## src/design/hpst_pkg.sv

```systemverilog
`timescale 1ns / 1ps
// Shared types, codes and helpers for the hop probe statistics table.
// No dependencies.
package hpst_pkg;

  localparam int HOP_DEPTH_DEF = 32;

  localparam logic [2:0] FUNC_REPLY     = 3'd0;
  localparam logic [2:0] FUNC_FAIL      = 3'd1;
  localparam logic [2:0] FUNC_READ      = 3'd2;
  localparam logic [2:0] FUNC_CLR_STATS = 3'd3;
  localparam logic [2:0] FUNC_CLR_ALL   = 3'd4;

  // One hop's statistics record, as kept in the stats memory.
  typedef struct packed {
    logic [31:0] sent;
    logic [31:0] reply;
    logic [15:0] best;
    logic [15:0] worst;
    logic [15:0] last;
    logic [31:0] total;
    logic [31:0] jitter;
    logic [31:0] acnt;
    logic [31:0] acode;
  } stats_t;

  function automatic logic [31:0] sat_add(input logic [31:0] a, input logic [31:0] b);
    logic [32:0] s;
    s = {1'b0, a} + {1'b0, b};
    return s[32] ? 32'hFFFF_FFFF : s[31:0];
  endfunction

endpackage

```

## src/design/hpst_rec_mem.sv

```systemverilog
`timescale 1ns / 1ps
// Per-hop record memory: one write port, one registered read port, and a
// valid bit per entry so that a clear empties all entries together. Uses hpst_pkg.
module hpst_rec_mem #(
  parameter int WIDTH = 32,
  parameter int DEPTH = hpst_pkg::HOP_DEPTH_DEF,
  localparam int IDX_W = (DEPTH > 1) ? $clog2(DEPTH) : 1
) (
  input  logic             clk,
  input  logic             rst,
  input  logic             clr,
  input  logic             wr_en,
  input  logic [IDX_W-1:0] wr_idx,
  input  logic [WIDTH-1:0] wr_data,
  input  logic             rd_en,
  input  logic [IDX_W-1:0] rd_idx,
  output logic [WIDTH-1:0] rd_data
);

  logic [WIDTH-1:0] mem [DEPTH];
  logic [DEPTH-1:0] vld;
  logic [WIDTH-1:0] rd_q;
  logic             rd_ok;

  always_ff @(posedge clk) begin
    if (wr_en) begin
      mem[wr_idx] <= wr_data;
    end
  end

  always_ff @(posedge clk) begin
    if (rst || clr) begin
      vld <= '0;
    end else if (wr_en) begin
      vld[wr_idx] <= 1'b1;
    end
  end

  always_ff @(posedge clk) begin
    if (rd_en) begin
      rd_q  <= mem[rd_idx];
      rd_ok <= vld[rd_idx];
    end
  end

  // an entry never written since the last clear reads as zero
  assign rd_data = rd_ok ? rd_q : '0;

endmodule

```

## config.mk

```make
export PLATFORM = sky130hd
export DESIGN_NAME = hpst_rec_mem
export DESIGN_NICKNAME = d
export VERILOG_FILES = /design/src/design/hpst_pkg.sv /design/src/design/hpst_rec_mem.sv
export SDC_FILE = /design/constraint.sdc
export NUM_CORES = 1
export LEC_CHECK = 0
export BUFFER_PORTS_ARGS = -buffer_cell sky130_fd_sc_hd__buf_2
export CAP_MARGIN = 0
export CORE_UTILIZATION = 38
export CTS_CLUSTER_DIAMETER = 50
export DETAILED_ROUTE_END_ITERATION = 7
export PLACE_DENSITY = 0.56
export SYNTH_ARGS = -nofsm -noshare
export SYNTH_HDL_FRONTEND = slang
export SYNTH_SLANG_ARGS = --single-unit
```

## constraint.sdc

```tcl
create_clock -name clk -period 3.2 [get_ports clk]
set_input_delay 0.16 -clock clk [delete_from_list [all_inputs] [get_ports clk]]
set_output_delay 0.16 -clock clk [all_outputs]
set_load 0.01 [all_outputs]
```

==> flow_summary_export.csv <==
group,metric,value,unit
clocking,cts_tree,"built",
yosys,synth_cell_types,27,
sta,max_clock_freq,396,MHz
yosys,syn_area,42300,µm²
worst_setup_path,critPathSlowestCell,"edfxtp_1",
clocking,cts_hold_buf,32,
worst_setup_path,r2r_cells,5,
floorplan,rows,122,
place,gp_congestion,0.788,
power,p_leak,17.2,nW
hold_path,holdPathStages,1,
sta,hold_slack,0.0248,ns
yosys,synth_warnings,0,
clocking,clk_pin_slew,0.06,ns
clocking,htree_levels,3,
sta,max_slew_margin,0.121,
worst_setup_path,cp_max_fo,15,
worst_setup_path,worst_ep_required_time,3.04,ns
floorplan,core,111000,µm²
yosys,yosysTopAreaCell,"edfxtp_1",
sta,rsz0062_at_grt,"no",
worst_setup_path,worstSetupPathType,"flip-flop to output port",
place,numPortBuffers,78,
route,avgRoutedWirePerCell,26.5,µm
clocking,cts_resized,0,
finish,area_growth_syn_to_layout,16.5,%
floorplan,die_h,336,µm
sta,worstMarginPinSlew,1.32,ns
route,route.detailed.drc,0,
sta,hold_viol,0,
power,p_seq_frac,0.521,
finish,layout-drive-gt1-share,0.152,
finish,num-nets-final,2646,
power,ir_worst_vdd,0.408,mV
yosys,synth_area_leaders,"edfxtp_1, mux2i_1, a22oi_1",
global_routing,grt_max_degree,69,
sta,final_max_slew_viol_count,0,
sta,fin_setup_tns,0,ns
route,drt_pre_antenna_iters,7,
route,viasPerCell,5.37,
floorplan,ioPinCount,79,
sta,finalSetupViolCount,0,
worst_setup_path,slowest_delay,1.02,ns
yosys,async_flop_share,0,
yosys,syn-num-nets,2450,
global_routing,antenna_found_initial,3,
clocking,post_cts_buffers,0,
worst_setup_path,worstPathArrival,2.37,ns
sta,post-route-period-util,0.790,
yosys,synth_edf_count,1057,
global_routing,overflow,0,
floorplan,dieArea,113000,µm²
route,drt_iter0_drc,2245,
power,p_clk_frac,0.426,
clocking,insertion_delay,0.70,ns
power,swShare,0.215,
power,power_density,621,nW/µm²
clocking,cts_buffer_depth,3,
yosys,ys_ff_latch,1089,
worst_setup_path,crit_path_end_kind,"output port",
status,status,"finished clean",
yosys,yosysTopAreaCellShare,0.751,
hold_path,hold_path.class,"primary input to flip-flop",
power,p_int,0.0240,W
worst_setup_path,startpoint_type,"flip-flop",
yosys,netlist_top_cells_count,"edfxtp_1, mux2i_1, nand2_1, nand3_1",
yosys,avgSynthCellArea,17.6,µm²
global_routing,track_usage,0.196,
place,dp_hpwl,61400,µm
route,ant_nets,0,
route,finalWirelength,111000,µm
clocking,clock-root-buffer,"clkbuf_16",
finish,fill_cells,9564,
global_routing,grt_pass1_vias,22800,
worst_setup_path,worstPathCellList,"buf_4 -> and2_1 -> buf_2",
yosys,yosysSeqAreaShare,0.766,
global_routing,grt_pass1_wl,159000,µm
yosys,yosysMostFrequentCell,"edfxtp_1",
power,switchingPower,0.00658,W
floorplan,fp.dieW,336,µm
clocking,cts-buffers-inserted,113,
floorplan,initial_core_util,0.383,
sta,skew,0.0383,ns
power,power_frac_comb,0.053,
route,vias,22400,
run,maxCapViolCount,0,
yosys,ys.flop_type,"edfxtp_1",
sta,period_needed,2.53,ns
yosys,synth_cells,2403,
clocking,clock_sinks,1089,
cell type report:
class | instances | area, µm² | area share
diodes | 1 | 2.50 | 0.0000508
clock buffers | 137 | 3040 | 0.0618
clock inverters | 70 | 683 | 0.0139
multi-input cells | 1174 | 9320 | 0.189
flip-flops and latches | 1089 | 32400 | 0.658
well taps | 1488 | 1860 | 0.0378
repair buffers | 221 | 1950 | 0.0396
placed cells by master, fill, tap and decap left out, types with 33 or more instances in the layout:
cell type,n
edfxtp_1,1057
mux2i_1,528
clkbuf_16,117
nand3_1,101
nand2_1,100
a22oi_1,99
a21oi_1,99
buf_4,80
buf_2,77
a22o_1,66
nor2_4,34
nor3_1,33
a31oi_1,33
worst max-delay path, delay by kind of cell (launching register included):
kind | cells | cell delay (ns)
simple gates | 1 | 0.17
buf+inv | 2 | 0.47
flops | 1 | 1.02
cells by family after synthesis:
kind of cell / after synthesis / share of synthesized area
and+or+nand+nor: 317 / 0.0353
muxes: 528 / 0.125
buffers and inverters: 140 / 0.0204
DFF: 1089 / 0.766
AOI/OAI and AO/OA: 329 / 0.0535
registers in the layout, summed over array words and instances, names as in the netlist:
name and flops:
rd_q 32, rd_ok 1, mem 1024, vld 32
metal layers:
metal / vias to the layer above / routed length [µm] / track usage
met2: 626 / 54600 / 0.330
li1: 9926 / - / -
met3: 152 / 5290 / 0.0239
met1: 11700 / 48200 / 0.265
met4: 6 / 2640 / 0.0630
met5: - / 35 / 0
through the flow:
stage | std cells | area (µm²) | total power [W] | setup slack [ns] | utilization
after detailed placement | 3940 | 45200 | 0.0178 | 0.811 | 0.409
after global placement | 3940 | 45200 | 0.0178 | 0.836 | 0.409
after floorplan | 2403 | 42300 | 0.0171 | 0.573 | -
after CTS | 4179 | 49200 | 0.0308 | 0.605 | 0.446
after global routing | 4179 | 49200 | 0.0314 | 0.607 | 0.446
final | 4180 | 49200 | 0.0306 | 0.673 | 0.446
worst paths after layout:
kind / endpoint / slack, ns / startpoint
max: rd_data[13] / 0.67 / rd_ok
min: mem[5][14] / 0.02 / wr_data[14]
max reg2reg: rd_q[12] / 1.61 / mem[5][12]
min reg2reg: vld[28] / 0.46 / vld[28]
power by group through the flow:
stage          Clock (W)  Combinational, W  Sequential [W]
2_1_floorplan          0          0.000890          0.0162
3_3_place_gp           0           0.00157          0.0162
3_5_place_dp           0           0.00159          0.0162
4_1_cts           0.0132           0.00163          0.0159
5_1_grt           0.0137           0.00173          0.0159
6_report          0.0130           0.00162          0.0159
No activity file was read; power rests on OpenSTA's default activity.
