--- src/design/hpst_pkg.sv ---
`timescale 1ns / 1ps
// Shared types, codes and helpers for the hop probe statistics table.
// No dependencies.
package hpst_pkg;

  localparam int HOP_DEPTH_DEF = 32;

  localparam logic [2:0] FUNC_REPLY     = 3'd0;
  localparam logic [2:0] FUNC_FAIL      = 3'd1;
  localparam logic [2:0] FUNC_READ      = 3'd2;
  localparam logic [2:0] FUNC_CLR_STATS = 3'd3;
  localparam logic [2:0] FUNC_CLR_ALL   = 3'd4;

  // One hop's statistics record, as kept in the stats memory.
  typedef struct packed {
    logic [31:0] sent;
    logic [31:0] reply;
    logic [15:0] best;
    logic [15:0] worst;
    logic [15:0] last;
    logic [31:0] total;
    logic [31:0] jitter;
    logic [31:0] acnt;
    logic [31:0] acode;
  } stats_t;

  function automatic logic [31:0] sat_add(input logic [31:0] a, input logic [31:0] b);
    logic [32:0] s;
    s = {1'b0, a} + {1'b0, b};
    return s[32] ? 32'hFFFF_FFFF : s[31:0];
  endfunction

endpackage

--- src/design/hpst_route_scan.sv ---
`timescale 1ns / 1ps
// Route length scanner: walks the address memory once, one entry a cycle,
// tracking the first target match and the trailing run of equal addresses.
// Uses hpst_pkg.
module hpst_route_scan #(
  parameter int HOP_DEPTH = hpst_pkg::HOP_DEPTH_DEF,
  localparam int IDX_W = (HOP_DEPTH > 1) ? $clog2(HOP_DEPTH) : 1,
  localparam int CNT_W = $clog2(HOP_DEPTH + 1)
) (
  input  logic             clk,
  input  logic             rst,
  input  logic             start,
  input  logic [31:0]      target,
  output logic             rd_en,
  output logic [IDX_W-1:0] rd_idx,
  input  logic [31:0]      rd_data,
  output logic             done,
  output logic [CNT_W-1:0] route_len
);

  localparam logic [IDX_W-1:0] LAST_IDX = IDX_W'(HOP_DEPTH - 1);

  logic             issuing;
  logic [IDX_W-1:0] cnt;
  logic             chk_valid;
  logic [IDX_W-1:0] chk_idx;
  logic             fin;
  logic             found;
  logic [IDX_W-1:0] match_idx;
  logic [IDX_W-1:0] run_start;
  logic [31:0]      prev;

  assign rd_en  = issuing;
  assign rd_idx = cnt;
  assign done   = fin;

  always_ff @(posedge clk) begin
    if (rst) begin
      issuing   <= 1'b0;
      chk_valid <= 1'b0;
      fin       <= 1'b0;
    end else begin
      chk_valid <= issuing;
      fin       <= chk_valid && (chk_idx == LAST_IDX);
      if (start) begin
        issuing <= 1'b1;
      end else if (issuing && cnt == LAST_IDX) begin
        issuing <= 1'b0;
      end
    end
  end

  always_ff @(posedge clk) begin
    if (start) begin
      cnt   <= '0;
      found <= 1'b0;
    end else begin
      if (issuing) begin
        cnt <= cnt + 1'b1;
      end
      if (chk_valid) begin
        if (!found && rd_data == target) begin
          found     <= 1'b1;
          match_idx <= chk_idx;
        end
        // a run continues while the address repeats and is nonzero
        if (chk_idx == '0 || rd_data != prev || rd_data == 32'd0) begin
          run_start <= chk_idx;
        end
        prev <= rd_data;
      end
    end
    chk_idx <= cnt;
  end

  always_comb begin
    if (found && match_idx != LAST_IDX) begin
      route_len = CNT_W'(match_idx) + 1'b1;
    end else begin
      route_len = CNT_W'(run_start) + 1'b1;
    end
  end

endmodule

--- config.mk ---
export PLATFORM = sky130hd
export DESIGN_NAME = hpst_route_scan
export DESIGN_NICKNAME = d
export VERILOG_FILES = /design/src/design/hpst_pkg.sv /design/src/design/hpst_route_scan.sv
export SDC_FILE = /design/constraint.sdc
export NUM_CORES = 1
export LEC_CHECK = 0
export ABC_CLOCK_PERIOD_IN_PS = 4000
export BUFFER_PORTS_ARGS = -buffer_cell sky130_fd_sc_hd__buf_2
export CAP_MARGIN = 20
export CORE_MARGIN = 2
export CORE_UTILIZATION = 45
export DETAILED_ROUTE_END_ITERATION = 7
export GPL_TIMING_DRIVEN = 0
export PLACE_DENSITY = 0.77
export SKIP_CTS_REPAIR_TIMING = 1
export SLEW_MARGIN = 20
export SYNTH_ARGS = -nofsm -noshare
export SYNTH_HDL_FRONTEND = slang
export SYNTH_SLANG_ARGS = --single-unit
--- constraint.sdc ---
create_clock -name clk -period 4 [get_ports clk]
set_clock_uncertainty 0.15 [all_clocks]
set_input_delay 0.4 -clock clk [delete_from_list [all_inputs] [get_ports clk]]
set_output_delay 0.4 -clock clk [all_outputs]
set_load 0.005 [all_outputs]
==> summary.txt <==
Flow run
  – Max-cap check violation count: 0

CTS
  – Worst-path clk slew: 0.10 ns
  – TritonCTS buffer count: 5
  – Max Buffers Root-to-Sink: 2
  – Clk sink count: 56
  – CTS H-tree lvls: 2
  – CTS root buf: clkbuf_8
  – Clk_lat worst skew: 0.30 ns
  – CTS tree: done

Setup path
  – CP top delay family: simple AND/OR/NAND/NOR gates
  – Critical Path RT: between 3 and 4 ns
  – Reg2reg start: found$_SDFFE_PP0P_
  – Critical path depth: 6
  – Crit path cell chain: buf_2, xnor2_1, nand4_1, nor4_1, nand4_1, nor4_1
  – Worst Setup EP: match_idx[0]$_DFFE_PP_
  – Flop2flop setup slack: approximately 1.6 ns
  – CP Data Arrival Time: 2.32 ns
  – Setup crit start kind: input port
  – Critical Path Slowest Stage Cell: nor4_1
  – CP Launch Point: rd_data[17]
  – CP max stage delay: 0.82 ns
  – Worst r2r path cells: 4
  – WS Path Type: input port to register
  – Buf/Inv on CP: 1
  – R2r endpoint: match_idx[0]$_DFFE_PP_
  – CP max FO: 5
  – Nature of the critical path endpoint: register

Final layout
  – Share of cells above drive strength 1: 31.1%
  – Area delta synth->final: 22.6%
  – Ant. Diodes: 0
  – Non-Filler Instances: 377
  – Final net count: 371

Yosys
  – Synth Flop Type: edfxtp_1
  – EDFF count, synth: 42
  – Register area share after synthesis: a little under three fifths
  – Synth cell types: 29
  – Area share of the largest cell type after synthesis: 46.5%
  – Synth Cell Area: 2710 sq um
  – Mapped Cells: 214
  – Most frequent cells after synthesis: edfxtp_1 (42), xnor2_1 (35), xor2_1 (35)
  – Mean Syn Cell Area: 12.7 sq um
  – Yosys warns: 0
  – Synth area leader: edfxtp_1
  – Ranking of synthesized cells by area: edfxtp_1 (46%), xnor2_1 (11%), xor2_1 (11%)
  – Syn Nets: 284
  – Synthesized flop and latch total: 56
  – Ys async rst share: 0%
  – Count leader, synth: edfxtp_1

Power and ir drop
  – Design Power: 1.10 mW
  – Switching share of power: 24.0%
  – Clock network power share: 28.4%
  – Lkg Pwr: between 1 and 1.5 nW
  – Sequential Power Share: 59.0%
  – Worst vdd ir: 0.236 mV
  – Combinational power share: 12.7%
  – PD cells: 330 nW/um^2
  – Internal power: around 830 uW
  – NetSw: between 200 and 300 uW

Route
  – Drt total wl: between 5000 and 6000 um
  – Drt wl/cell: roughly 15 um
  – Routed vias: 1946
  – DR iter-0 viols: 229
  – Vias per cell: 5.16
  – ANT nets after route: 0
  – Residual DRC: 0
  – Drt first pass iters: 4

STA
  – Max-slew violation count: 0
  – Final Hold Fails: 0
  – Worst slew margin: 31.5%
  – Worst-Margin Slew: 1.02 ns
  – Tcrit/Tclk final: about 63%
  – Max Fclk: 0.396 GHz
  – RSZ-0062 raised after global routing: false
  – Post-layout min period: ~2.5 ns
  – Final setup fails: 0
  – Setup TNS: 0 ns

GRT
  – First-pass GRT wire length: 9050 um
  – Pin count of the biggest net entering global routing: 22
  – Antenna violations before repair: 0
  – Gr usage total: about 18%
  – Vias in the first global route: 1927
  – Gr ovfl total: 0

Floorplanning
  – Initial Util: 46.1%
  – Die height: ~82 um
  – I/O pin cnt: 80
  – Row cnt: 28
  – Die area: 6670 sq um
  – Width of the die: just over 80 um
  – Core ar.: slightly below 6000 sq um

Placement
  – PortBufs: slightly below 80
  – Dpl hpwl: 4490 um
  – GPL Wtd Cong: approximately 0.84
  – DP Cell Count: 369

Run status
  – Status: completed

Worst hold path
  – HP Class: input port to register
-- sequential cells by signal, summed over array words and instances, names as in the netlist --
signal,flops
rd_en,1
prev,32
run_start,5
chk_idx,5
rd_idx,5
match_idx,5
found,1
done,1
chk_valid,1
-- cell families (layout without fill, tap and decap cells) --
kind of cell / after synthesis / after routing / share of synthesized area, %
flip-flops: 56 / 56 / 56.8
AND/OR/NAND/NOR: 58 / 58 / 12.3
AO/OA/AOI/OAI: 14 / 14 / 3.69
multiplexers: 5 / 5 / 2.03
adder cells (fa/ha/maj): 3 / 3 / 1.38
XOR/XNOR: 70 / 70 / 22.6
buffers and inverters: 8 / 96 / 1.15
-- routing by layer --
layer / global-route usage (%) / wire length, um / vias to the layer above
li1: - / - / 960
met1: 23.3 / 2460 / 917
met2: 31.6 / 2810 / 63
met3: 3.52 / 328 / 6
met4: 5.00 / 65 / 0
met5: 0 / 0 / -
-- layout by cell type (no fill, tap or decap), drive strengths merged --
| cell type | Yosys | final |
|---|---|---|
| buf | 1 | 81 |
| edfxtp | 42 | 42 |
| xor2 | 35 | 35 |
| xnor2 | 35 | 35 |
| nor4 | 19 | 19 |
| nand4 | 16 | 16 |
| dfxtp | 14 | 14 |
| a21oi | 8 | 8 |
| nor2 | 8 | 8 |
| inv | 6 | 7 |
| nand2 | 6 | 6 |
| clkbuf | 1 | 6 |
| mux2i | 4 | 4 |
| ha | 3 | 3 |
| nand2b | 2 | 2 |
| nand3 | 2 | 2 |
| clkinv | 0 | 2 |
| a21o | 1 | 1 |
| o21ai | 1 | 1 |
| a22oi | 1 | 1 |
| nor3 | 1 | 1 |
| mux2 | 1 | 1 |
| o22ai | 1 | 1 |
| and3 | 1 | 1 |
| or4 | 1 | 1 |
| o211ai | 1 | 1 |
| nor2b | 1 | 1 |
| nand4b | 1 | 1 |
| o41ai | 1 | 1 |
-- per-stage QoR --
| stage | setup WS (ns) | hold WS [ns] | area [sq um] | util (%) |
|---|---|---|---|---|
| finish | 1.47 | 0.117 | 3320 | 56.5 |
| global route | 1.30 | 0.104 | 3320 | 56.5 |
| CTS | 1.48 | 0.115 | 3320 | 56.5 |
| detailed placement | 1.14 | 0.231 | 3230 | 54.9 |
| global placement | 1.25 | 0.228 | 3200 | 54.4 |
| floorplan | 1.88 | 0.232 | 2710 | - |
-- worst register-to-register path, stage by stage, from the launching register on --
cell and delay, ns:
dfxtp_1 0.36, buf_2 0.19, nor4_1 0.33, nand4_1 0.22, nor4_1 0.82
-- how the worst min path moves through the flow --
| stage | end | depth (start not counted) | start |
|---|---|---|---|
| after global placement | chk_idx[4]$_DFF_P_ | 0 | rd_idx[4]$_SDFFE_PP0P_ |
| final | rd_en$_SDFFE_PP0P_ | 2 | rst |
| after CTS | rd_en$_SDFFE_PP0P_ | 2 | rst |
| after detailed placement | chk_idx[4]$_DFF_P_ | 0 | rd_idx[4]$_SDFFE_PP0P_ |
| after floorplan | chk_idx[4]$_DFF_P_ | 0 | rd_idx[4]$_SDFFE_PP0P_ |
| after global routing | rd_en$_SDFFE_PP0P_ | 2 | rst |
-- power by group through the flow --
stage          logic (mW)  registers (mW)  clock network [mW]
2_1_floorplan      0.0638           0.659                   0
3_3_place_gp        0.134           0.660                   0
3_5_place_dp        0.139           0.661                   0
4_1_cts             0.140           0.647               0.320
5_1_grt             0.153           0.649               0.342
6_report            0.139           0.647               0.312
-- final cells by class --
type                       count  area, sq um
inverter                       6         22.5
multi-input combinational    150         1140
timing repair buffer          80          423
tap                           75         93.8
buffer                         2         8.76
sequential                    56         1540
fill                         519         2560
clock inverter                 3         26.3
clock buffer                   5         68.8
(Power assumes the default switching activity.)
