==> config.mk <==
export PLATFORM = sky130hd
export DESIGN_NAME = hpst_update
export DESIGN_NICKNAME = d
export VERILOG_FILES = /design/src/design/hpst_pkg.sv /design/src/design/hpst_update.sv
export SDC_FILE = /design/constraint.sdc
export NUM_CORES = 1
export LEC_CHECK = 0
export BUFFER_PORTS_ARGS = -buffer_cell sky130_fd_sc_hd__buf_2
export CAP_MARGIN = 20
export CORE_AREA = 2 2 206 208
export DETAILED_ROUTE_END_ITERATION = 8
export DIE_AREA = 0 0 208 210
export GPL_TIMING_DRIVEN = 0
export MAX_ROUTING_LAYER = met4
export PLACE_DENSITY = 0.43
export SETUP_SLACK_MARGIN = 0.02
export SYNTH_ARGS = -nofsm -noshare
export SYNTH_HDL_FRONTEND = slang
export SYNTH_SLANG_ARGS = --single-unit
==> constraint.sdc <==
create_clock -name vclk -period 11.61
set_clock_uncertainty 0.15 [all_clocks]
set_input_delay 0.5805 -clock vclk [all_inputs]
set_output_delay 0.5805 -clock vclk [all_outputs]
set_load 0.05 [all_outputs]
==> src/design/hpst_pkg.sv <==
`timescale 1ns / 1ps
// Shared types, codes and helpers for the hop probe statistics table.
// No dependencies.
package hpst_pkg;

  localparam int HOP_DEPTH_DEF = 32;

  localparam logic [2:0] FUNC_REPLY     = 3'd0;
  localparam logic [2:0] FUNC_FAIL      = 3'd1;
  localparam logic [2:0] FUNC_READ      = 3'd2;
  localparam logic [2:0] FUNC_CLR_STATS = 3'd3;
  localparam logic [2:0] FUNC_CLR_ALL   = 3'd4;

  // One hop's statistics record, as kept in the stats memory.
  typedef struct packed {
    logic [31:0] sent;
    logic [31:0] reply;
    logic [15:0] best;
    logic [15:0] worst;
    logic [15:0] last;
    logic [31:0] total;
    logic [31:0] jitter;
    logic [31:0] acnt;
    logic [31:0] acode;
  } stats_t;

  function automatic logic [31:0] sat_add(input logic [31:0] a, input logic [31:0] b);
    logic [32:0] s;
    s = {1'b0, a} + {1'b0, b};
    return s[32] ? 32'hFFFF_FFFF : s[31:0];
  endfunction

endpackage

==> src/design/hpst_update.sv <==
`timescale 1ns / 1ps
// Read-modify-write arithmetic for one hop record: reply and failure updates
// with saturating counters. Uses hpst_pkg.
module hpst_update (
  input  logic            is_reply,
  input  logic            is_fail,
  input  logic [15:0]     rtt,
  input  logic [31:0]     code,
  input  hpst_pkg::stats_t old_rec,
  output hpst_pkg::stats_t new_rec
);

  logic [15:0] diff;

  always_comb begin
    new_rec = old_rec;
    diff    = (rtt > old_rec.last) ? (rtt - old_rec.last) : (old_rec.last - rtt);
    if (is_reply || is_fail) begin
      new_rec.sent = hpst_pkg::sat_add(old_rec.sent, 32'd1);
    end
    if (is_reply) begin
      // jitter only once a previous reply exists
      if (old_rec.reply != 32'd0) begin
        new_rec.jitter = hpst_pkg::sat_add(old_rec.jitter, {16'd0, diff});
      end
      new_rec.last  = rtt;
      new_rec.total = hpst_pkg::sat_add(old_rec.total, {16'd0, rtt});
      if (old_rec.reply == 32'd0 || old_rec.best > rtt) begin
        new_rec.best = rtt;
      end
      if (old_rec.worst < rtt) begin
        new_rec.worst = rtt;
      end
      new_rec.reply = hpst_pkg::sat_add(old_rec.reply, 32'd1);
    end
    if (is_fail && code != 32'd0) begin
      new_rec.acnt  = hpst_pkg::sat_add(old_rec.acnt, 32'd1);
      new_rec.acode = code;
    end
  end

endmodule

==> summary.md, run 1 <==
| Metric | Value |
|---|---|
| Dominant cell type by count on the critical path | buf_2 |
| Area of the die | 43,680 um^2 |
| DRT Wirelength | 48,890 um |
| Final number of max-transition violations | 0 |
| Via count of the first global-routing pass | 11,800 |
| Starting utilization of the core area | 20.18% |
| Number of cells in the finished layout apart from fillers | 2,400 |
| Overall die width | 208 um |
| Number of port buffers | 529 |
| Largest stage delay on the critical path | 0.52 ns |
| Top post-synthesis cells by area | ha_1, nand2_1, mux2_2 |
| Count of unresolved DRC violations after routing | 0 |
| Resized cells post-CTS | 0 |
| Number of clock-tree buffers in the layout | 0 |
| Hold_buf cts | 0 |
| Share of post-route cells with drive strength above 1 | 33.73% |
| Detail-routed net length per standard cell | 20.37 um |
| Endpoint of the worst hold path | new_rec[10] |
| Total power after layout | 0.8956 mW |
| Relative slew slack | 35.70% |
| Peak fanout along the critical path | 10 |
| Worst min path class | in2out |
| Hold violation total from the final report | 0 |
| Number of instances in the placed design | 2,385 |
| Pwr Density | 76.31 nW/um^2 |
| Post-Place Cell Area | 11,690 um^2 |
| Setup bufs post-CTS | 0 |
| Launching element type of the critical path | input pin |
| Cell area after synthesis | 8371 um^2 |
| Number of top-level pins | 530 |
| Summed negative setup slack over all endpoints | 0 ns |
| List of cells traversed by the critical path | buf_2 -> inv_1 -> ha_1 -> clkbuf_1 -> nand2_1 -> nor2_1 -> a21oi_1 -> o2bb2ai_1 -> buf_2 -> buf_2 -> mux2i_1 -> xnor2_1 -> ha_1 -> o21ai_0 -> o21bai_1 -> a21oi_1 -> a21oi_1 -> o311ai_0 -> nand2_1 -> clkbuf_1 -> a21bo_2 -> nand3_1 -> buf_2 |
| Number of placement rows | 75 |
| Yosys synthesis warning count | 0 |
| Leftover overflow at the end of global routing | 0 |
| Number of antenna violations at the first check in global routing | 15 |
| Die Span Y | 210 um |
| Number of cells on the worst hold path | 4 |
| Final Wtd Congestion | 0.9394 |
| Class of the most critical setup path | in2out |
| # fillers | 4,742 |
| Syn nets | 1,709 |
| Net count reported at finish | 2,241 |
| Slew of the pin with the lowest slew margin | 0.9645 ns |
| Antenna Nets Post-Route | 0 |
| Tot GR Track Use | 21.50% |
| Final standard cell utilization of the core | 28.29% |
| Buf+Inv Stages, Crit Path | 7 |
| Ranking of synthesized cells by instance count | nand2_1, ha_1, nor2_1, a21oi_1, o21ai_0 |
| Cell with the largest stage delay on the worst path | o311ai_0 |
| Final period util | 60.87% |
| Peak supply drop | 0.03134 mV |
| Leading cell type by number of instances after synthesis | nand2_1 |
| Area of the placeable core | 41,480 um^2 |
| Unrepaired setup endpoints after global routing | false |
| Max Clk Rate | 141.5 MHz |
| Wire length of the first global-routing pass | 71,110 um |
| Cell type with the largest total area after synthesis | ha_1 |
| Required time worst endpoint | 10.88 ns |
| Worst endpoint data arrival time | 6.34 ns |
| Final min period | 7.067 ns |
| Kind of capture point of the worst setup path | output port |
| Total via count after detailed routing | 11,920 |
| Number of distinct library cells after synthesis | 73 |
| Pleak | 5.914 nW |
| Vias per Instance | 4.967 |
| Maximum number of pins on one net before global-route repair | 11 |
| Sequential share of the synthesized area | 0% |
| Layout-stage area growth over the synthesis result | 40.19% |
| Sequential cell area in the final layout | 0 um^2 |
| MaxCap Viol Count | 0 |
| Average footprint of a synthesized cell | 6.356 um^2 |
| Total of endpoints with negative setup slack in the final report | 0 |
| Detailed-router iteration count before antenna repair | 5 |
| Flip-flop and latch count | 0 |
| Post-Layout Inst Area | 11,740 um^2 |
| Crit-path leading delay family | buffers and inverters |
| Violation count after the first detailed-route iteration | 699 |
| Area of the multi-input gates | 7864 um^2 |
| Post-Syn Instances | 1,317 |
| Status | complete, no violations |
| HP Start | old_rec[10] |
| HPWL after detailed placement | 43,390 um |
| Share of the synthesized area in the top cell type | 14.65% |
==> layout make-up <==
type / instances / area share (%)
Buffer: 59 / 2.335
Multi-Input combinational cell: 1196 / 67.01
Tap cell: 539 / 5.747
Inverter: 62 / 1.983
Antenna cell: 14 / 0.2985
Timing Repair Buffer: 530 / 22.63
==> through the flow <==
stage | hold WS, ns | worst slack (ns)
4_1_cts | 1.387 | 4.453
2_1_floorplan | 1.243 | 5.581
3_5_place_dp | 1.387 | 4.471
6_report | 1.389 | 4.543
5_1_grt | 1.401 | 3.963
3_3_place_gp | 1.382 | 4.463
==> per-layer routing <==
metal | routed length, um | vias to the layer above | global-route usage (%) | share of wire, %
met5 | 0 | - | - | 0
met4 | 1021 | 0 | 5.429 | 2.1
met3 | 3338 | 42 | 4.395 | 6.8
met2 | 25160 | 441 | 39.31 | 51
met1 | 19370 | 5538 | 23.79 | 40
li1 | - | 5900 | - | -
==> power by group <==
part	internal (mW)	leakage, nW	switching [mW]	total [mW]
registers	0	0	0	0
logic	0.273	5.91	0.623	0.896
clock network	0.000000162	0.0000887	0	0.000000162
==> worst max path at each step <==
stage	startpoint	to	slack [ns]	cells past startpoint
detailed placement	rtt[12]	new_rec[83]	4.47	23
global route	rtt[12]	new_rec[83]	3.96	23
CTS	rtt[12]	new_rec[83]	4.45	23
global placement	rtt[12]	new_rec[83]	4.46	23
floorplan	rtt[4]	new_rec[91]	5.58	22
finish	rtt[12]	new_rec[83]	4.54	23
==> kinds of logic (layout without fill, tap and decap cells) <==
family                   after synthesis  in the layout  synth area share [%]
AO/OA/AOI/OAI                        354            354                 27.70
adder cells (fa/ha/maj)              102            102                 15.61
AND/OR/NAND/NOR                      590            590                 33.30
other                                  0             14                     0
multiplexers                          61             61                 8.027
XOR/XNOR                              89             89                 9.312
buffers and inverters                121            651                 6.054
==> layout by cell type, fill, tap and decap left out, drive strengths merged, types with 3 or more instances in the layout <==
cell type,n
nand3,72
nor2b,12
fa,4
o31ai,4
clkbuf,35
a21oi,88
nor2,91
xnor2,33
o21bai,4
o21ai,77
or3,7
nand4,37
a2bb2oi,3
a41oi,15
or2,4
mux2,49
nand3b,3
nor3,28
and2,7
o22a,18
a21o,45
xor2,56
o21a,12
and4,7
and3,33
nor4,21
inv,62
o211ai,8
a211oi,6
a31oi,46
a221oi,3
nand2,247
diode,14
mux2i,12
nand2b,13
ha,98
buf,554
a211o,3
o31a,4
Power figures use the tool's default switching activity.
==> run 2, diff against run 1 <==
--- a/config.mk
+++ b/config.mk
@@ -5,14 +5,15 @@
 export SDC_FILE = /design/constraint.sdc
 export NUM_CORES = 1
 export LEC_CHECK = 0
+export ABC_AREA = 1
 export BUFFER_PORTS_ARGS = -buffer_cell sky130_fd_sc_hd__buf_2
 export CAP_MARGIN = 20
-export CORE_AREA = 2 2 206 208
+export CORE_AREA = 2 2 208 210
 export DETAILED_ROUTE_END_ITERATION = 8
-export DIE_AREA = 0 0 208 210
+export DIE_AREA = 0 0 210 212
 export GPL_TIMING_DRIVEN = 0
 export MAX_ROUTING_LAYER = met4
-export PLACE_DENSITY = 0.43
+export PLACE_DENSITY = 0.52
 export SETUP_SLACK_MARGIN = 0.02
 export SYNTH_ARGS = -nofsm -noshare
 export SYNTH_HDL_FRONTEND = slang
==> constraint.sdc (replaced) <==
create_clock -name vclk -period 6.02
set_clock_uncertainty 0.15 [all_clocks]
set_input_delay 0.301 -clock vclk [all_inputs]
set_output_delay 0.301 -clock vclk [all_outputs]
set_load 0.05 [all_outputs]
==> summary.md, run 2 <==
| Metric | Value |
|---|---|
| Status | complete, no violations |
| Post-Syn Instances | 2,338 |
| Resized cells post-CTS | 0 |
| Total via count after detailed routing | 16,810 |
| Ranking of synthesized cells by instance count | nand2_1, inv_1, nor2_1, nand3_1, o21ai_0 |
| Final Wtd Congestion | 0.9839 |
| Average footprint of a synthesized cell | 4.899 um^2 |
| Area of the multi-input gates | 10,000 um^2 |
| Xor and xnor fraction of the mapped netlist area | 6.806% |
| Cell area after synthesis | 11,450 um^2 |
| Overall die width | 210 um |
| Slew of the pin with the lowest slew margin | 0.7744 ns |
| Number of top-level pins | 530 |
| MaxCap Viol Count | 0 |
| Starting utilization of the core area | 26.95% |
| # fillers | 5,046 |
| Number of port buffers | 528 |
| Layout-stage area growth over the synthesis result | 29.15% |
| Detailed-router iteration count before antenna repair | 5 |
| Worst min path class | in2out |
| Relative slew slack | 47.82% |
| Number of cells in the finished layout apart from fillers | 3,417 |
| Hold violation total from the final report | 0 |
| Tot GR Track Use | 26.61% |
| Required time worst endpoint | 5.57 ns |
| Final min period | 5.043 ns |
| Leading cell types in the layout, fill and taps excluded | nand2_1, buf_2, inv_1, nor2_1, nand3_1 |
| Leading cell type by number of instances after synthesis | nand2_1 |
| Syn nets | 2,730 |
| Hold_buf cts | 0 |
| DRT Wirelength | 60,370 um |
| Kind of capture point of the worst setup path | output port |
| Sequential cell area in the final layout | 0 um^2 |
| Class of the most critical setup path | in2out |
| Share of the synthesized area in the top cell type | 28.84% |
| Via count of the first global-routing pass | 16,390 |
| Dominant combinational cell family by area after synthesis | simple AND/OR/NAND/NOR gates |
| Net count reported at finish | 3,260 |
| Setup WS pre-CTS | 0.9283 ns |
| Cell type with the largest total area after synthesis | nand2_1 |
| Commonest non-fill, non-tap cell in the layout | nand2_1 |
| Area share of fa/ha/maj cells after synthesis | 11.40% |
| Max Clk Rate | 198.3 MHz |
| Final period util | 83.76% |
| Yosys synthesis warning count | 0 |
| Fin worst setup slack | 0.9774 ns |
| Simple-gate share of the synthesized area | 58.61% |
| Wire length of the first global-routing pass | 91,120 um |
| Number of distinct library cells after synthesis | 48 |
| Setup bufs post-CTS | 0 |
| Launching element type of the critical path | input pin |
| Post-Layout Inst Area | 14,790 um^2 |
| Top post-synthesis cells by area | nand2_1, ha_1, inv_1 |
| Sequential share of the synthesized area | 0% |
| Pleak | 8.619 nW |
| Unrepaired setup endpoints after global routing | false |
| HPWL after detailed placement | 54,180 um |
| Violation count after the first detailed-route iteration | 897 |
| Number of antenna violations at the first check in global routing | 5 |
| Vias per Instance | 4.921 |
| Number of placement rows | 76 |
| Compound-cell area share of the yosys netlist | 10.50% |
| Share of post-route cells with drive strength above 1 | 22.19% |
| Peak fanout along the critical path | 9 |
| Worst endpoint data arrival time | 4.59 ns |
| Detail-routed net length per standard cell | 17.67 um |
| Maximum number of pins on one net before global-route repair | 11 |
| Flip-flop and latch count | 0 |
| Number of instances in the placed design | 3,412 |
| Final number of max-transition violations | 0 |
| Area of the die | 44,520 um^2 |
| Leftover overflow at the end of global routing | 0 |
| Final standard cell utilization of the core | 34.80% |
| Die Span Y | 212 um |
| Number of clock-tree buffers in the layout | 0 |
| Pwr Density | 134.0 nW/um^2 |
| Count of unresolved DRC violations after routing | 0 |
| Area of the placeable core | 42,510 um^2 |
| Antenna Nets Post-Route | 0 |
| Post-Place Cell Area | 14,780 um^2 |
| Hold Slack | 0.8372 ns |
| Total of endpoints with negative setup slack in the final report | 0 |
| Total power after layout | 1.981 mW |
| Summed negative setup slack over all endpoints | 0 ns |
| Peak supply drop | 0.07788 mV |
| Share of cell area taken by muxes after synthesis | 0% |
## run 2: cell types whose count changed after synthesis, sizes merged, moves of 18 or more
cell   before  now
o22a       18    0
nand3      72  233
nor3       28   61
a21o       45    2
and3       33    1
nand2     247  900
mux2       49    0
a31oi      46    8
inv        62  309
nor2       91  281
o21ai      77  131
## run 2: critical path: stages
cell     delay, ns
buf_2         0.18
inv_1         0.12
ha_1          0.47
nand2_2       0.15
nor4_4        0.35
nand2_1       0.09
nand2_1       0.11
nand2_4       0.11
o21ai_1       0.29
inv_1         0.11
fa_1          0.45
inv_1         0.12
nand3_1       0.09
nand3_2       0.11
nand2_1       0.06
nand2_1       0.13
nand2_1       0.11
nand2_4       0.14
nand3_2       0.24
a31oi_1       0.50
buf_2         0.37
## run 2: path summary, 6_finish.rpt
kind              slack, ns  cells after the start   startpoint     endpoint
setup / recovery       0.98                     21       rtt[9]  new_rec[69]
hold / removal         0.84                      4  old_rec[22]  new_rec[22]
## run 2: cells by family after synthesis
group           count (synthesis)
xor+xnor                       89
buf+inv                       362
simple gates                 1555
compound gates                230
fa+ha+maj                     102
## run 2: power breakdown
part           internal [mW]   total [mW]  leakage (nW)  switching (mW)
registers                  0            0             0               0
clock network    0.000000111  0.000000111     0.0000317               0
logic                  0.524         1.98          8.62            1.46
total                  0.524         1.98          8.62            1.46
## run 2: metal layers
metal / GRT usage [%] / vias up / wire length (um) / part of all wire [%]
met1: 30.92 / 7661 / 25040 / 41
met5: - / - / 0 / 0
met2: 50.01 / 585 / 30620 / 51
li1: - / 8506 / - / -
met4: 5.649 / 0 / 1448 / 2.4
met3: 2.009 / 62 / 3257 / 5.4
## run 2: area by class of cell
cell class,instances,share of cell area [%]
Timing Repair Buffer,528,17.86
Tap cell,546,4.619
Buffer,53,1.962
Inverter,309,7.858
Antenna cell,5,0.08459
Multi-Input combinational cell,1976,67.61
==> run 3, diff against run 2 <==
--- a/config.mk
+++ b/config.mk
@@ -13,7 +13,7 @@
 export DIE_AREA = 0 0 210 212
 export GPL_TIMING_DRIVEN = 0
 export MAX_ROUTING_LAYER = met4
-export PLACE_DENSITY = 0.52
+export PLACE_DENSITY = 0.5
 export SETUP_SLACK_MARGIN = 0.02
 export SYNTH_ARGS = -nofsm -noshare
 export SYNTH_HDL_FRONTEND = slang
==> constraint.sdc (replaced) <==
create_clock -name vclk -period 4.85
set_clock_uncertainty 0.15 [all_clocks]
set_input_delay 0.2425 -clock vclk [all_inputs]
set_output_delay 0.2425 -clock vclk [all_outputs]
set_load 0.05 [all_outputs]
==> summary.md, run 3 (synthesis gave the netlist of run 2 again) <==
| Metric | Value |
|---|---|
| Status | complete, no violations |
| Number of antenna violations at the first check in global routing | 19 |
| Total of endpoints with negative setup slack in the final report | 0 |
| Max Clk Rate | 221.9 MHz |
| Flip-flop and latch count | 0 |
| Kind of capture point of the worst setup path | output port |
| Die Span Y | 212 um |
| Detailed-router iteration count before antenna repair | 5 |
| Hold violation total from the final report | 0 |
| Total power after layout | 2.496 mW |
| Total via count after detailed routing | 16,850 |
| HPWL after detailed placement | 54,950 um |
| Worst endpoint data arrival time | 4.11 ns |
| Pwr Density | 167.2 nW/um^2 |
| Maximum number of pins on one net before global-route repair | 11 |
| Number of port buffers | 528 |
| MaxCap Viol Count | 0 |
| Count of unresolved DRC violations after routing | 0 |
| Relative slew slack | 45.85% |
| Cell with the largest stage delay on the worst path | ha_1 |
| Final Wtd Congestion | 0.9985 |
| Net count reported at finish | 3,260 |
| Tot GR Track Use | 26.96% |
| Overall die width | 210 um |
| Unrepaired setup endpoints after global routing | true |
| Sequential cell area in the final layout | 0 um^2 |
| Dominant cell type by count on the critical path | nand2_1 |
| Number of placement rows | 76 |
| Peak fanout along the critical path | 10 |
| Number of clock-tree buffers in the layout | 0 |
| Layout-stage area growth over the synthesis result | 30.30% |
| Wire length of the first global-routing pass | 91,450 um |
| Final min period | 4.506 ns |
| Hold Slack | 0.7162 ns |
| Setup WS pre-CTS | -0.05904 ns |
| Class of the most critical setup path | in2out |
| Summed negative setup slack over all endpoints | 0 ns |
| Violation count after the first detailed-route iteration | 874 |
| Required time worst endpoint | 4.46 ns |
| Launching element type of the critical path | input pin |
| Leftover overflow at the end of global routing | 0 |
| Worst min path class | in2out |
| Number of top-level pins | 530 |
| Peak supply drop | 0.08081 mV |
| Final period util | 92.92% |
| Vias per Instance | 4.918 |
| Area of the placeable core | 42,510 um^2 |
| Share of post-route cells with drive strength above 1 | 22.85% |
| Largest stage delay on the critical path | 0.41 ns |
| Final number of max-transition violations | 0 |
| Setup bufs post-CTS | 0 |
| Via count of the first global-routing pass | 16,080 |
| Leading cell types in the layout, fill and taps excluded | nand2_1, buf_2, inv_1, nor2_1, nand3_1 |
| Slew of the pin with the lowest slew margin | 0.8123 ns |
| Starting utilization of the core area | 26.95% |
| Final standard cell utilization of the core | 35.11% |
| Antenna Nets Post-Route | 0 |
| Pleak | 8.622 nW |
| DRT Wirelength | 61,730 um |
| Detail-routed net length per standard cell | 18.02 um |
| Commonest non-fill, non-tap cell in the layout | nand2_1 |
| Area of the die | 44,520 um^2 |
| Fin worst setup slack | 0.3435 ns |
-- run 3: changes by cell type in the layout (fill, tap and decap cells not counted), moves of 3 or more --
cell	before	now
clkbuf_4	0	8
diode_2	5	13
o21ai_0	124	121
ha_2	0	9
buf_2	550	538
o21ai_2	0	3
ha_1	98	88
-- run 3: where the power goes --
| part | total, mW | switching (mW) | internal [mW] |
|---|---|---|---|
| clock | 0.000000360 | 0 | 0.000000360 |
| sequential | 0 | 0 | 0 |
| combinational | 2.50 | 1.82 | 0.673 |
| total | 2.50 | 1.82 | 0.673 |
-- run 3: worst paths after layout --
kind / start / endpoint / slack, ns / depth (start not counted)
worst max-delay path: rtt[4] / new_rec[76] / 0.34 / 27
worst min-delay path: old_rec[12] / new_rec[12] / 0.72 / 4
-- run 3: cell type report --
type,count,area [um^2]
inverters,309,1162
fillers,5090,27580
well taps,546,683.2
plain buffers,53,290.3
multi-input cells,1976,10080
repair buffers,528,2680
diodes,13,32.53
-- run 3: worst max-delay path, delay by kind of cell --
kind | cells | cell delay [ns]
and+or+nand+nor | 19 | 2.32
adders and majority gates | 2 | 0.77
buffers and inverters | 6 | 0.77
-- run 3: through the flow --
step / std cells / cell area, um^2
after floorplan: 2338 / 11450
after global placement: 3412 / 14780
after detailed placement: 3412 / 14780
after CTS: 3412 / 14780
after global routing: 3425 / 14920
final: 3425 / 14920
-- run 3: timing repair --
| item | CTS | global route |
|---|---|---|
| resized for setup | 3 | 38 |
| setup endpoints to repair | 1 | 32 |
| pin swaps | 0 | 2 |
| hold buffers | 0 | 0 |
-- run 3: per-layer routing --
layer  global-route usage (%)  vias up  wire, um
met5                        -        -         0
li1                         -     8529         -
met1                    30.75     7649     25590
met2                    50.96      572     31400
met4                    5.038        0      1392
met3                    3.028       95      3343
